--- config.mk ---
export PLATFORM = sky130hd
export DESIGN_NAME = sacl_ctrl
export DESIGN_NICKNAME = d
export VERILOG_FILES = /design/src/sv/sacl_pkg.sv /design/src/sv/sacl_ctrl.sv
export SDC_FILE = /design/constraint.sdc
export NUM_CORES = 1
export LEC_CHECK = 0
export ABC_CLOCK_PERIOD_IN_PS = 1600
export BUFFER_PORTS_ARGS = -buffer_cell sky130_fd_sc_hd__clkbuf_2
export CAP_MARGIN = 30
export CORE_MARGIN = 5
export CORE_UTILIZATION = 30
export DETAILED_ROUTE_END_ITERATION = 10
export GPL_ROUTABILITY_DRIVEN = 0
export GPL_TIMING_DRIVEN = 0
export PLACE_DENSITY = 0.62
export SETUP_SLACK_MARGIN = 0.15
export SLEW_MARGIN = 40
export SYNTH_ARGS = -nofsm -noshare
export SYNTH_HDL_FRONTEND = slang
export SYNTH_SLANG_ARGS = --single-unit
--- constraint.sdc ---
create_clock -name clock -period 1.6 [get_ports clock]
set_input_delay 0.32 -clock clock [delete_from_list [all_inputs] [get_ports clock]]
set_output_delay 0.32 -clock clock [all_outputs]
set_load 0.03 [all_outputs]
--- src/sv/sacl_pkg.sv ---
// shared types and constants for the set-associative lru cache
// no dependencies; used by sacl_ctrl, sacl_datapath and the top level
package sacl_pkg;

   localparam int ADDR_W      = 14;
   localparam int WORD_ADDR_W = 12;
   localparam int DATA_W      = 32;
   localparam int STAMP_W     = 32;

   localparam logic REQ_READ  = 1'b0;
   localparam logic REQ_WRITE = 1'b1;

   localparam logic CSR_WRITE_ALLOCATE = 1'b0;
   localparam logic CSR_WRITE_BACK     = 1'b1;

   typedef struct packed {
      logic              req_type;
      logic [ADDR_W-1:0] address;
      logic [DATA_W-1:0] write_data;
   } req_item_type;

   typedef struct packed {
      logic [DATA_W-1:0] read_data;
      logic              hit;
      logic              evicted_dirty;
      logic              memory_written;
   } rsp_item_type;

   typedef enum logic [3:0] {
      ST_CLEAR,
      ST_IDLE,
      ST_LK_RD,
      ST_LK_CHK,
      ST_MISS,
      ST_WB_RD,
      ST_WB_WR,
      ST_FL_RD,
      ST_FL_WR,
      ST_ACCESS,
      ST_RD_WAIT,
      ST_BYPASS,
      ST_DONE
   } state_type;

   typedef struct packed {
      logic clr_step;
      logic latch_req;
      logic way_check;
      logic slot_take;
      logic wb_wr;
      logic fill_rd;
      logic fill_wr;
      logic access;
      logic rd_capture;
      logic bypass;
      logic respond;
   } cmd_type;

   typedef struct packed {
      logic clear_done;
      logic hit_now;
      logic way_last;
      logic word_last;
      logic is_write;
      logic alloc;
      logic need_wb;
   } stat_type;

endpackage

--- src/sv/sacl_ctrl.sv ---
// controller state machine of the cache
// depends on sacl_pkg
module sacl_ctrl (
   input  logic                clock,
   input  logic                reset,
   input  logic                start,
   input  sacl_pkg::stat_type  stat,
   output sacl_pkg::cmd_type   cmd,
   output logic                busy
);
   import sacl_pkg::*;

   state_type state_ff, state_in;

   always_ff @(posedge clock) begin
      if (reset) begin
         state_ff <= ST_CLEAR;
      end else begin
         state_ff <= state_in;
      end
   end

   always_comb begin
      state_in = state_ff;
      case (state_ff)
         ST_CLEAR:   if (stat.clear_done) state_in = ST_IDLE;
         ST_IDLE:    if (start) state_in = ST_LK_RD;
         ST_LK_RD:   state_in = ST_LK_CHK;
         ST_LK_CHK: begin
            if (stat.hit_now) state_in = ST_ACCESS;
            else if (stat.way_last) state_in = ST_MISS;
            else state_in = ST_LK_RD;
         end
         ST_MISS: begin
            if (stat.is_write && !stat.alloc) state_in = ST_BYPASS;
            else if (stat.need_wb) state_in = ST_WB_RD;
            else state_in = ST_FL_RD;
         end
         ST_WB_RD:   state_in = ST_WB_WR;
         ST_WB_WR:   state_in = stat.word_last ? ST_FL_RD : ST_WB_RD;
         ST_FL_RD:   state_in = ST_FL_WR;
         ST_FL_WR:   state_in = stat.word_last ? ST_ACCESS : ST_FL_RD;
         ST_ACCESS:  state_in = stat.is_write ? ST_DONE : ST_RD_WAIT;
         ST_RD_WAIT: state_in = ST_DONE;
         ST_BYPASS:  state_in = ST_DONE;
         ST_DONE:    state_in = ST_IDLE;
         default:    state_in = ST_CLEAR;
      endcase
   end

   // lookup and writeback read states only present ram addresses, no command
   always_comb begin
      cmd = '0;
      case (state_ff)
         ST_CLEAR:   cmd.clr_step = 1'b1;
         ST_IDLE:    cmd.latch_req = start;
         ST_LK_CHK:  cmd.way_check = 1'b1;
         ST_MISS:    cmd.slot_take = 1'b1;
         ST_WB_WR:   cmd.wb_wr = 1'b1;
         ST_FL_RD:   cmd.fill_rd = 1'b1;
         ST_FL_WR:   cmd.fill_wr = 1'b1;
         ST_ACCESS:  cmd.access = 1'b1;
         ST_RD_WAIT: cmd.rd_capture = 1'b1;
         ST_BYPASS:  cmd.bypass = 1'b1;
         ST_DONE:    cmd.respond = 1'b1;
         default:    cmd = '0;
      endcase
   end

   assign busy = (state_ff != ST_IDLE);
endmodule

# Word level (Yosys, flattened, before mapping)
# Cells that the tools add are included.
# totals
regBits,4
inputBits,10
out_inout_bits,12
elab_cells,42
# op_classes
eq_ne,15
n_mux,21
n_reduce_logical,5
# op_table
cell,n
case mux 4 bit (12 select lines),1
equality test 4 bit (second input constant),5
two-way mux 4 bit,5
equality test 4 x 3 -> 1 bit (second input constant),4
two-way mux 1 bit,11
equality test 4 x 2 -> 1 bit (second input constant),2
two-way mux 3 bit,2
equality test 4 x 1 -> 1 bit (second input constant),1
zero test 4 bit,1
two-way mux 2 bit,2
!= test 2 bit (second input constant),2
!= test 4 x 1 -> 1 bit (second input constant),1
AND reduction 2 bit,1
OR reduction 2 bit,1
logical AND 1 bit,1
zero test 1 bit,1

# Longest topological paths before layout
# Gate-level depths: netlist of the first run.
# depth
ltp_word,4
ltp_mapped,6
depth_no_buf,4

# Least setup slack after synthesis of the first run
# Ideal clock, no wire load.
# synth_path
path_type,reg2out
from,register state_ff[1]
to,output cmd[10] (netlist bit)
arrival_time_ns,1.550
required_ns,1.280
path_slack_ns,-0.270
path_stages_with_launch,4
n_path_buf,2
cell_sequence,dfxtp_1 buf_2 buf_2 nor4_1
# synth_rtl
element,line,source
from (decl),sacl_ctrl.sv:13,"state_type state_ff, state_in;"
from (signal assigned),sacl_ctrl.sv:19,state_ff <= state_in;
to (decl),sacl_ctrl.sv:8,"output sacl_pkg::cmd_type cmd,"

==> results.py, run 1 <==
metrics = {
    "layout": {
        "fillers": 96,
        "antennaDiodeCount": 0,
        "largest_reg_flops": 4,
        "area_delta_synth_final_pct": 124,
        "post-route-util": 0.735,
        "largest-register": "state_ff",
        "largestRegisters": "state_ff x4",
        "drive_above_1_share": 0.644,
        "fin_cells": 119,
        "nNetsFinal": 116,
        "multi_input_area_um2": 422,
        "seq_area_um2": 92.6,
    },
    "run_status": {
        "status": "finished, final reports clean",
    },
    "power_and_ir_drop": {
        "peakVddDrop_v": 0.000381,
        "seq_power_share": 0.188,
        "p_int_w": 0.000402,
        "power_frac_clock": 0.198,
        "switching_share": 0.380,
        "combPwrFrac": 0.615,
        "leakage_nw": 0.428,
        "p_per_area_nw_per_um2": 662,
        "netSwitchingPower_w": 0.000246,
    },
    "yosys": {
        "synthCells": 65,
        "ys_ff_latch": 4,
        "synthArstFlopShare": 0,
        "synth_flop_cell": "dfxtp_1",
        "ys_seq_area_frac": 0.183,
        "synth_edf_count": 0,
        "syn-num-nets": 75,
        "synth_area_um2": 438,
        "synth.distinct_cells": 30,
        "syn_area_per_cell_um2": 6.74,
        "synth_warnings": 0,
    },
    "timing": {
        "fin_crit_ns": 1.52,
        "worstMarginPinSlew_ns": 0.252,
        "maxSlewViolCount": 0,
        "clock.fmax_ghz": 0.659,
        "post-route-period-util": 0.948,
        "hold_viol": 0,
        "rsz0062_at_grt": "yes",
        "whs_ns": 0.299,
        "fin_setup_tns_ns": 0,
        "relSlewSlack": 0.832,
        "worst_slack_ns": 0.0836,
        "finalSetupViolations": 0,
        "skew_ns": 0.000148,
    },
    "min_path": {
        "hold_path.class": "input pin to register",
        "hold_depth": 2,
        "holdCritStartpoint": "reset",
        "hold_end": "state_ff[0]",
    },
    "clocking": {
        "cts_sinks": 4,
        "cts_max_level": 1,
        "clk_pin_slew_worst_paths_ns": 0.04,
        "tritoncts": "built",
        "insertion_delay_ns": 0.24,
        "cts_root_buf": "clkbuf_4",
        "cts_buffers": 3,
        "clock_path_buffers": 2,
    },
    "placed_design": {
        "post-place-cells": 101,
        "post-dp-hpwl_um": 1060,
        "post-place-ws_ns": 0.0165,
        "portBuffers": 21,
    },
    "worst_setup_path": {
        "crit_path_max_fanout": 8,
        "cp.arrival_ns": 1.20,
        "rrSetupSlack_ns": 0.22,
        "crit_path_end_kind": "output pin",
        "startpoint_type": "register",
        "required_ns": 1.28,
        "reg2reg_depth": 5,
        "critPathKind": "register to output pin",
        "r2r_end": "state_ff[1]",
        "rr_startpoint": "state_ff[0]",
    },
    "die": {
        "row_count": 13,
        "die_w_um": 48.2,
        "initial_utilization": 0.328,
        "num_io_pins": 22,
        "die-area_um2": 2320,
        "core-area_um2": 1330,
        "fp.dieH_um": 48.2,
    },
    "run": {
        "max_cap_viol_count": 0,
    },
    "global_routing": {
        "grt_max_degree": 11,
        "overflow": 0,
        "antenna_found_initial": 0,
        "grt_pass1_wl_um": 2940,
        "grtUsageTotal": 0.184,
        "grt_pass1_vias": 673,
    },
    "routing": {
        "vias_per_cell": 5.40,
        "drt_iter0_markers": 20,
        "remaining_drc_errors": 0,
        "via_count": 643,
        "wl_per_cell_um": 15.8,
        "wirelength_um": 1880,
        "firstDrtPassIters": 4,
        "antenna_left": 0,
    },
}
-- layer usage --
layer	wire, um	up-vias	track usage
met5	0	-	0
met4	18	0	0.0591
met3	120	2	0.0812
met2	1010	21	0.315
met1	728	304	0.202
li1	-	316	-
-- critical path, cell delays in order, from the launching register on --
cell and delay (ns):
dfxtp_2 0.31, buf_6 0.13, buf_8 0.14, nand2_4 0.07, nor3_4 0.13, clkbuf_8 0.18
-- final cells by class --
| cell class | instances | share of cell area |
|---|---|---|
| inverters | 3 | 0.0140 |
| multi-input cells | 53 | 0.430 |
| flip-flops and latches | 4 | 0.0945 |
| plain buffers | 5 | 0.0830 |
| well taps | 15 | 0.0192 |
| clock buffers | 3 | 0.0230 |
| repair buffers | 36 | 0.336 |
-- cell usage after synthesis (2+ instances only) --
library cell / count / share of area
nor3b_1: 2 / 0.034
nand2b_1: 4 / 0.057
inv_1: 3 / 0.026
nor4_1: 2 / 0.029
nand3_1: 2 / 0.023
nand2_1: 4 / 0.034
nor3_1: 3 / 0.034
buf_2: 2 / 0.023
a21oi_1: 4 / 0.046
nor2_1: 11 / 0.094
clkbuf_1: 2 / 0.017
nand3b_1: 2 / 0.034
o21ai_0: 3 / 0.034
mux2i_1: 2 / 0.046
dfxtp_1: 4 / 0.18
-- per-stage QoR --
step	area, um2	total power (W)
floorplan	494	0.000307
global placement	618	0.000363
detailed placement	618	0.000365
CTS	910	0.000618
global route	980	0.000689
finish	980	0.000649
-- timing repair --
action                     in CTS  in global routing
cloned                          1                  1
hold buffers                    0                  0
pin swaps                       2                  5
gates resized for setup        47                 16
setup endpoints to repair      12                 12
buffers inserted                9                  4
-- worst max path at each step --
stage / from / endpoint / depth (start not counted)
after global placement: state_ff[3] / cmd[3] / 4
after detailed placement: state_ff[3] / cmd[3] / 4
final: state_ff[1] / cmd[6] / 5
after global routing: state_ff[1] / cmd[6] / 5
after floorplan: state_ff[1] / cmd[10] / 3
after CTS: state_ff[1] / cmd[10] / 4
-- layout by cell type (no fill, tap or decap), drive strengths merged, types with 2 or more instances in the layout --
cell type,n
nor4,2
nand3b,2
nand3,2
nor3,3
nand2,4
nor3b,2
a21boi,2
clkbuf,20
o21ai,3
mux2i,2
nor2,11
a21oi,4
dfxtp,4
nand2b,4
buf,23
inv,3
-- cells by family after synthesis --
logic type             Yosys count  share of synthesized area
DFF                              4                      0.183
buffers and inverters            8                     0.0829
and+or+nand+nor                 35                      0.429
AOI/OAI and AO/OA               16                      0.260
muxes                            2                     0.0457
-- power by group through the flow --
stage | combinational (W) | clock [W] | sequential (W)
floorplan | 0.000190 | 0 | 0.000117
global placement | 0.000244 | 0 | 0.000120
detailed placement | 0.000245 | 0 | 0.000120
CTS | 0.000364 | 0.000133 | 0.000121
global route | 0.000423 | 0.000143 | 0.000123
finish | 0.000399 | 0.000128 | 0.000122
No activity file was read; power rests on OpenSTA's default activity.
==> run 2: changes to the inputs <==
ABC_AREA = 1   (was unset)
==> run 2 against run 1 <==
Effect of this change:
- clock-buffer cell count did not move
- synthesized area fell by 5.4%
- via count fell by 14%
- combinational power fell by 44%
- hold slack got worse by 0.0085 ns
- sequential cell count did not move
- clock skew rose by 0.0022 ns
- sequential power rose by 7%
- cell count rose by 1.7%
- non-clock buffer count fell by 18
- critical path depth did not move
- setup slack improved by 0.081 ns
- critical path type unchanged
- critical endpoint is now cmd[4]
==> results.py, run 2 <==
metrics = {
    "run_status": {
        "status": "finished, final reports clean",
    },
    "yosys": {
        "synth_edf_count": 0,
        "synthTopCellsByCount": "21 x nand2_1, 20 x nor2_1, 7 x inv_1",
        "synth_top_area_cell": "dfxtp_1",
        "syn-num-nets": 90,
        "ys_seq_area_frac": 0.193,
        "synthCells": 80,
        "synthArstFlopShare": 0,
        "synth.most_common_cell": "nand2_1",
        "syn_area_per_cell_um2": 5.18,
        "synth.area.top_cells": "dfxtp_1 19%, nand2_1 19%, nor2_1 18%",
        "synth.distinct_cells": 15,
        "ys_ff_latch": 4,
        "synth_warnings": 0,
        "synth_flop_cell": "dfxtp_1",
        "synth_top_area_share": 0.193,
        "synth_area_um2": 414,
    },
    "routing": {
        "wl_per_cell_um": 10.9,
        "drt_iter0_markers": 3,
        "antenna_left": 0,
        "vias_per_cell": 4.60,
        "wl_met3_um": 96,
        "remaining_drc_errors": 0,
        "firstDrtPassIters": 4,
        "wirelength_um": 1320,
        "wl_met1_um": 582,
        "highest_layer": "met4",
        "via_count": 556,
        "met2RoutedLength_um": 615,
    },
    "layout": {
        "nNetsFinal": 118,
        "antennaDiodeCount": 0,
        "largest-register": "state_ff",
        "area_delta_synth_final_pct": 69.8,
        "final_cell_mix": "18 x nand2_1, 15 x nor2_1, 10 x clkbuf_2",
        "stdcell_area_um2": 703,
        "fillers": 138,
        "drive_above_1_share": 0.472,
        "largest_reg_flops": 4,
        "layout_commonest_cell": "nand2_1",
        "seq_area_um2": 92.6,
        "largestRegisters": "state_ff x4",
        "multi_input_area_um2": 339,
    },
    "die": {
        "row_count": 13,
        "num_io_pins": 22,
        "core-area_um2": 1300,
        "initial_utilization": 0.318,
        "fp.dieH_um": 47.2,
        "die_w_um": 47.2,
        "die-area_um2": 2220,
    },
    "timing": {
        "hold_viol": 0,
        "fin_crit_ns": 1.44,
        "post-route-period-util": 0.897,
        "worstMarginPinSlew_ns": 0.172,
        "rsz0062_at_grt": "yes",
        "skew_ns": 0.00238,
        "finalSetupViolations": 0,
        "maxSlewViolCount": 0,
        "clock.fmax_ghz": 0.696,
        "worst_slack_ns": 0.164,
        "fin_setup_tns_ns": 0,
        "whs_ns": 0.291,
        "relSlewSlack": 0.884,
    },
    "power_and_ir_drop": {
        "peakVddDrop_v": 0.000444,
        "p_per_area_nw_per_um2": 676,
        "leakage_nw": 0.349,
    },
    "min_path": {
        "holdCritStartpoint": "reset",
        "hold_depth": 2,
        "hold_end": "state_ff[2]",
        "hold_path.class": "input pin to register",
    },
    "placed_design": {
        "post-dp-hpwl_um": 982,
        "post-place-ws_ns": 0.197,
        "post_dp_cell_area_um2": 546,
        "portBuffers": 21,
    },
    "global_routing": {
        "grt_pass1_vias": 514,
        "grtUsageTotal": 0.130,
        "overflow": 0,
        "grt_max_degree": 6,
        "antenna_found_initial": 0,
        "grt_pass1_wl_um": 2010,
    },
    "clocking": {
        "cts_buffers": 3,
        "cts_root_buf": "clkbuf_4",
        "hold_buffers": 0,
        "insertion_delay_ns": 0.23,
        "tritoncts": "built",
        "clk_pin_slew_worst_paths_ns": 0.04,
        "cts_max_level": 1,
        "clock_path_buffers": 2,
        "cts_sinks": 4,
    },
    "worst_setup_path": {
        "reg2reg_depth": 10,
        "startpoint_type": "register",
        "r2r_end": "state_ff[1]",
        "critPathKind": "register to output pin",
        "required_ns": 1.28,
        "crit_path_end_kind": "output pin",
        "rr_startpoint": "state_ff[3]",
        "cp.arrival_ns": 1.12,
        "rrSetupSlack_ns": 0.38,
        "crit_path_max_fanout": 5,
    },
    "run": {
        "max_cap_viol_count": 0,
    },
}
==> run 2: changes by cell type after synthesis, sizes merged, moves of 3 or more <==
cell / before / now
nand2: 4 / 23
nor2: 11 / 24
inv: 3 / 12
nand2b: 4 / 0
buf: 3 / 0
nand3: 2 / 5
==> run 2: area by class of cell <==
class | instances | share of cell area
Clock buffer | 3 | 0.0320
Inverter | 12 | 0.0712
Multi-Input combinational cell | 64 | 0.482
Sequential cell | 4 | 0.132
Tap cell | 15 | 0.0267
Timing Repair Buffer | 23 | 0.256
==> run 2: repair_timing <==
item                                    in CTS  in global routing
setup buffers                                0                  2
endpoints found under the setup margin      10                 11
pin swaps                                    0                  3
hold endpoints to repair                     0                  0
resized for setup                           21                 25
==> run 2: kinds of logic (layout without fill, tap and decap cells) <==
group | count (synthesis) | after routing | synth area share
simple gates | 55 | 55 | 0.586
compound gates | 9 | 9 | 0.112
flops | 4 | 4 | 0.193
buf+inv | 12 | 38 | 0.109
==> run 2: critical path, stage by stage (launching register included) <==
cell	delay, ns
dfxtp_4	0.39
inv_4	0.07
nor2_4	0.10
nand2_1	0.10
inv_1	0.06
clkbuf_4	0.17
==> run 2: worst max-delay path by stage <==
stage | startpoint | to | slack, ns | cells past startpoint
CTS | state_ff[3] | cmd[4] | 0.13 | 5
finish | state_ff[3] | cmd[4] | 0.16 | 5
floorplan | state_ff[0] | cmd[9] | 0.13 | 4
global route | state_ff[1] | cmd[3] | 0.1 | 4
global placement | state_ff[0] | cmd[9] | 0.20 | 5
detailed placement | state_ff[0] | cmd[9] | 0.20 | 5
==> run 2: through the flow <==
stage,std cells,util,total power (W)
floorplan,80,-,0.000260
global placement,116,0.419,0.000314
detailed placement,116,0.419,0.000315
CTS,119,0.487,0.000459
global route,121,0.540,0.000518
finish,121,0.540,0.000475
==> run 2: power by group <==
part	internal (W)	total, W	switching (W)
clock	0.0000837	0.000122	0.0000379
sequential	0.000110	0.000130	0.0000200
combinational	0.0000772	0.000223	0.000146
total	0.000271	0.000475	0.000204
==> run 2: layer usage <==
metal | global-route usage | up-vias
met5 | 0 | -
met4 | 0 | 0
met3 | 0.0766 | 2
met2 | 0.206 | 24
met1 | 0.164 | 226
li1 | - | 304
==> run 3: changes to the inputs <==
GPL_TIMING_DRIVEN = unset   (was 0)
==> run 3 against run 2 <==
Effect of this change:
- global-route usage fell by 0.15 points
- fmax fell by 0.18%
- largest power group unchanged
- first-iteration DRC count rose by 67%
- sequential power rose by 4%
- critical path type unchanged
- highest routed layer unchanged
==> results.py, run 3 (synthesis results as in run 2) <==
metrics = {
    "global_routing": {
        "grt_max_degree": 6,
        "grt_pass1_vias": 516,
        "grtUsageTotal": 0.129,
        "grt_pass1_wl_um": 2000,
        "overflow": 0,
        "antenna_found_initial": 0,
    },
    "placed_design": {
        "post-place-cells": 116,
        "post-dp-hpwl_um": 998,
        "portBuffers": 21,
    },
    "die": {
        "die-area_um2": 2220,
        "die_w_um": 47.2,
        "initial_utilization": 0.318,
        "fp.dieH_um": 47.2,
        "core-area_um2": 1300,
        "num_io_pins": 22,
        "row_count": 13,
    },
    "routing": {
        "firstDrtPassIters": 4,
        "wirelength_um": 1350,
        "drt_iter0_markers": 5,
        "remaining_drc_errors": 0,
        "antenna_left": 0,
        "wl_per_cell_um": 11.0,
        "vias_per_cell": 4.67,
        "via_count": 574,
    },
    "timing": {
        "rsz0062_at_grt": "yes",
        "skew_ns": 0.00249,
        "worstMarginPinSlew_ns": 0.176,
        "fin_crit_ns": 1.44,
        "clock.fmax_ghz": 0.695,
        "finalSetupViolations": 0,
        "post-route-period-util": 0.899,
        "relSlewSlack": 0.881,
        "fin_setup_tns_ns": 0,
        "hold_viol": 0,
        "maxSlewViolCount": 0,
    },
    "clocking": {
        "cts_sinks": 4,
        "cts_root_buf": "clkbuf_4",
        "insertion_delay_ns": 0.23,
        "hold_buffers": 0,
        "clock_path_buffers": 2,
        "clk_pin_slew_worst_paths_ns": 0.04,
        "tritoncts": "built",
        "cts_max_level": 1,
        "cts_buffers": 3,
    },
    "worst_setup_path": {
        "cp.arrival_ns": 1.12,
        "r2r_end": "state_ff[1]",
        "required_ns": 1.28,
        "rr_startpoint": "state_ff[2]",
        "rrSetupSlack_ns": 0.40,
        "startpoint_type": "register",
        "crit_path_max_fanout": 4,
        "critPathKind": "register to output pin",
        "crit_path_end_kind": "output pin",
        "reg2reg_depth": 7,
    },
    "layout": {
        "largest-register": "state_ff",
        "antennaDiodeCount": 0,
        "drive_above_1_share": 0.509,
        "largestRegisters": "state_ff x4",
        "post-route-util": 0.587,
        "final_cell_mix": "16 x nand2_1, 14 x nor2_1, 10 x clkbuf_2",
        "area_delta_synth_final_pct": 84.3,
        "fin_cells": 123,
        "multi_input_area_um2": 368,
        "seq_area_um2": 95.1,
        "layout_commonest_cell": "nand2_1",
        "fillers": 127,
        "nNetsFinal": 120,
        "largest_reg_flops": 4,
    },
    "power_and_ir_drop": {
        "leakage_nw": 0.372,
        "peakVddDrop_v": 0.000554,
        "p_per_area_nw_per_um2": 678,
    },
    "min_path": {
        "hold_end": "state_ff[2]",
        "hold_path.class": "input pin to register",
        "hold_depth": 2,
        "holdCritStartpoint": "reset",
    },
    "run_status": {
        "status": "finished, final reports clean",
    },
    "run": {
        "max_cap_viol_count": 0,
    },
}
[run 3: changes by cell type in the layout (fill, tap and decap cells not counted), moves of 2 or more]
cell and change:
clkbuf_8 -2, buf_4 +3, nand2_4 +3, inv_6 +2
inv_2 -2, nand2_1 -2, clkbuf_4 -3, buf_8 +2
[run 3: through the flow]
step | hold WS [ns] | total power, W | worst slack (ns) | instance area (um2)
after floorplan | 0.389 | 0.000260 | 0.128 | 422
after global placement | 0.542 | 0.000314 | 0.184 | 546
after detailed placement | 0.546 | 0.000314 | 0.198 | 546
after CTS | 0.290 | 0.000456 | 0.112 | 623
after global routing | 0.295 | 0.000560 | 0.102 | 763
final | 0.292 | 0.000518 | 0.162 | 763
[run 3: power breakdown]
group / internal, W / switching (W) / leakage (nW)
logic: 0.000101 / 0.000161 / 0.323
clock network: 0.0000836 / 0.0000376 / 0.0138
registers: 0.000111 / 0.0000239 / 0.0355
[run 3: timing repair]
item	in CTS	in global routing
pin swaps	1	5
buffers inserted	0	4
resized for setup	18	44
endpoints found under the setup margin	9	12
gates cloned	0	0
[run 3: cell type report]
class,instances,area share
tap,15,0.0246
multi-input combinational,64,0.482
clock buffer,3,0.0295
sequential,4,0.125
inverter,12,0.0787
timing repair buffer,25,0.261
[run 3: critical path, stage by stage (launching register included)]
cell     delay (ns)
dfxtp_4        0.37
nor2_4         0.18
nand2_4        0.08
nor2_4         0.12
buf_8          0.13
[run 3: how the worst max path moves through the flow]
| stage | cells after the start | endpoint | startpoint |
|---|---|---|---|
| 6_report | 4 | cmd[9] | state_ff[2] |
| 4_1_cts | 5 | cmd[9] | state_ff[0] |
| 5_1_grt | 4 | cmd[9] | state_ff[2] |
| 2_1_floorplan | 4 | cmd[9] | state_ff[0] |
| 3_3_place_gp | 5 | cmd[9] | state_ff[0] |
| 3_5_place_dp | 5 | cmd[9] | state_ff[0] |
[run 3: per-layer routing]
metal	wire (um)	up-vias	track usage
met2	699	20	0.220
met3	88	4	0.0498
li1	-	310	-
met4	42	0	0.0331
met1	524	240	0.150
met5	0	-	0
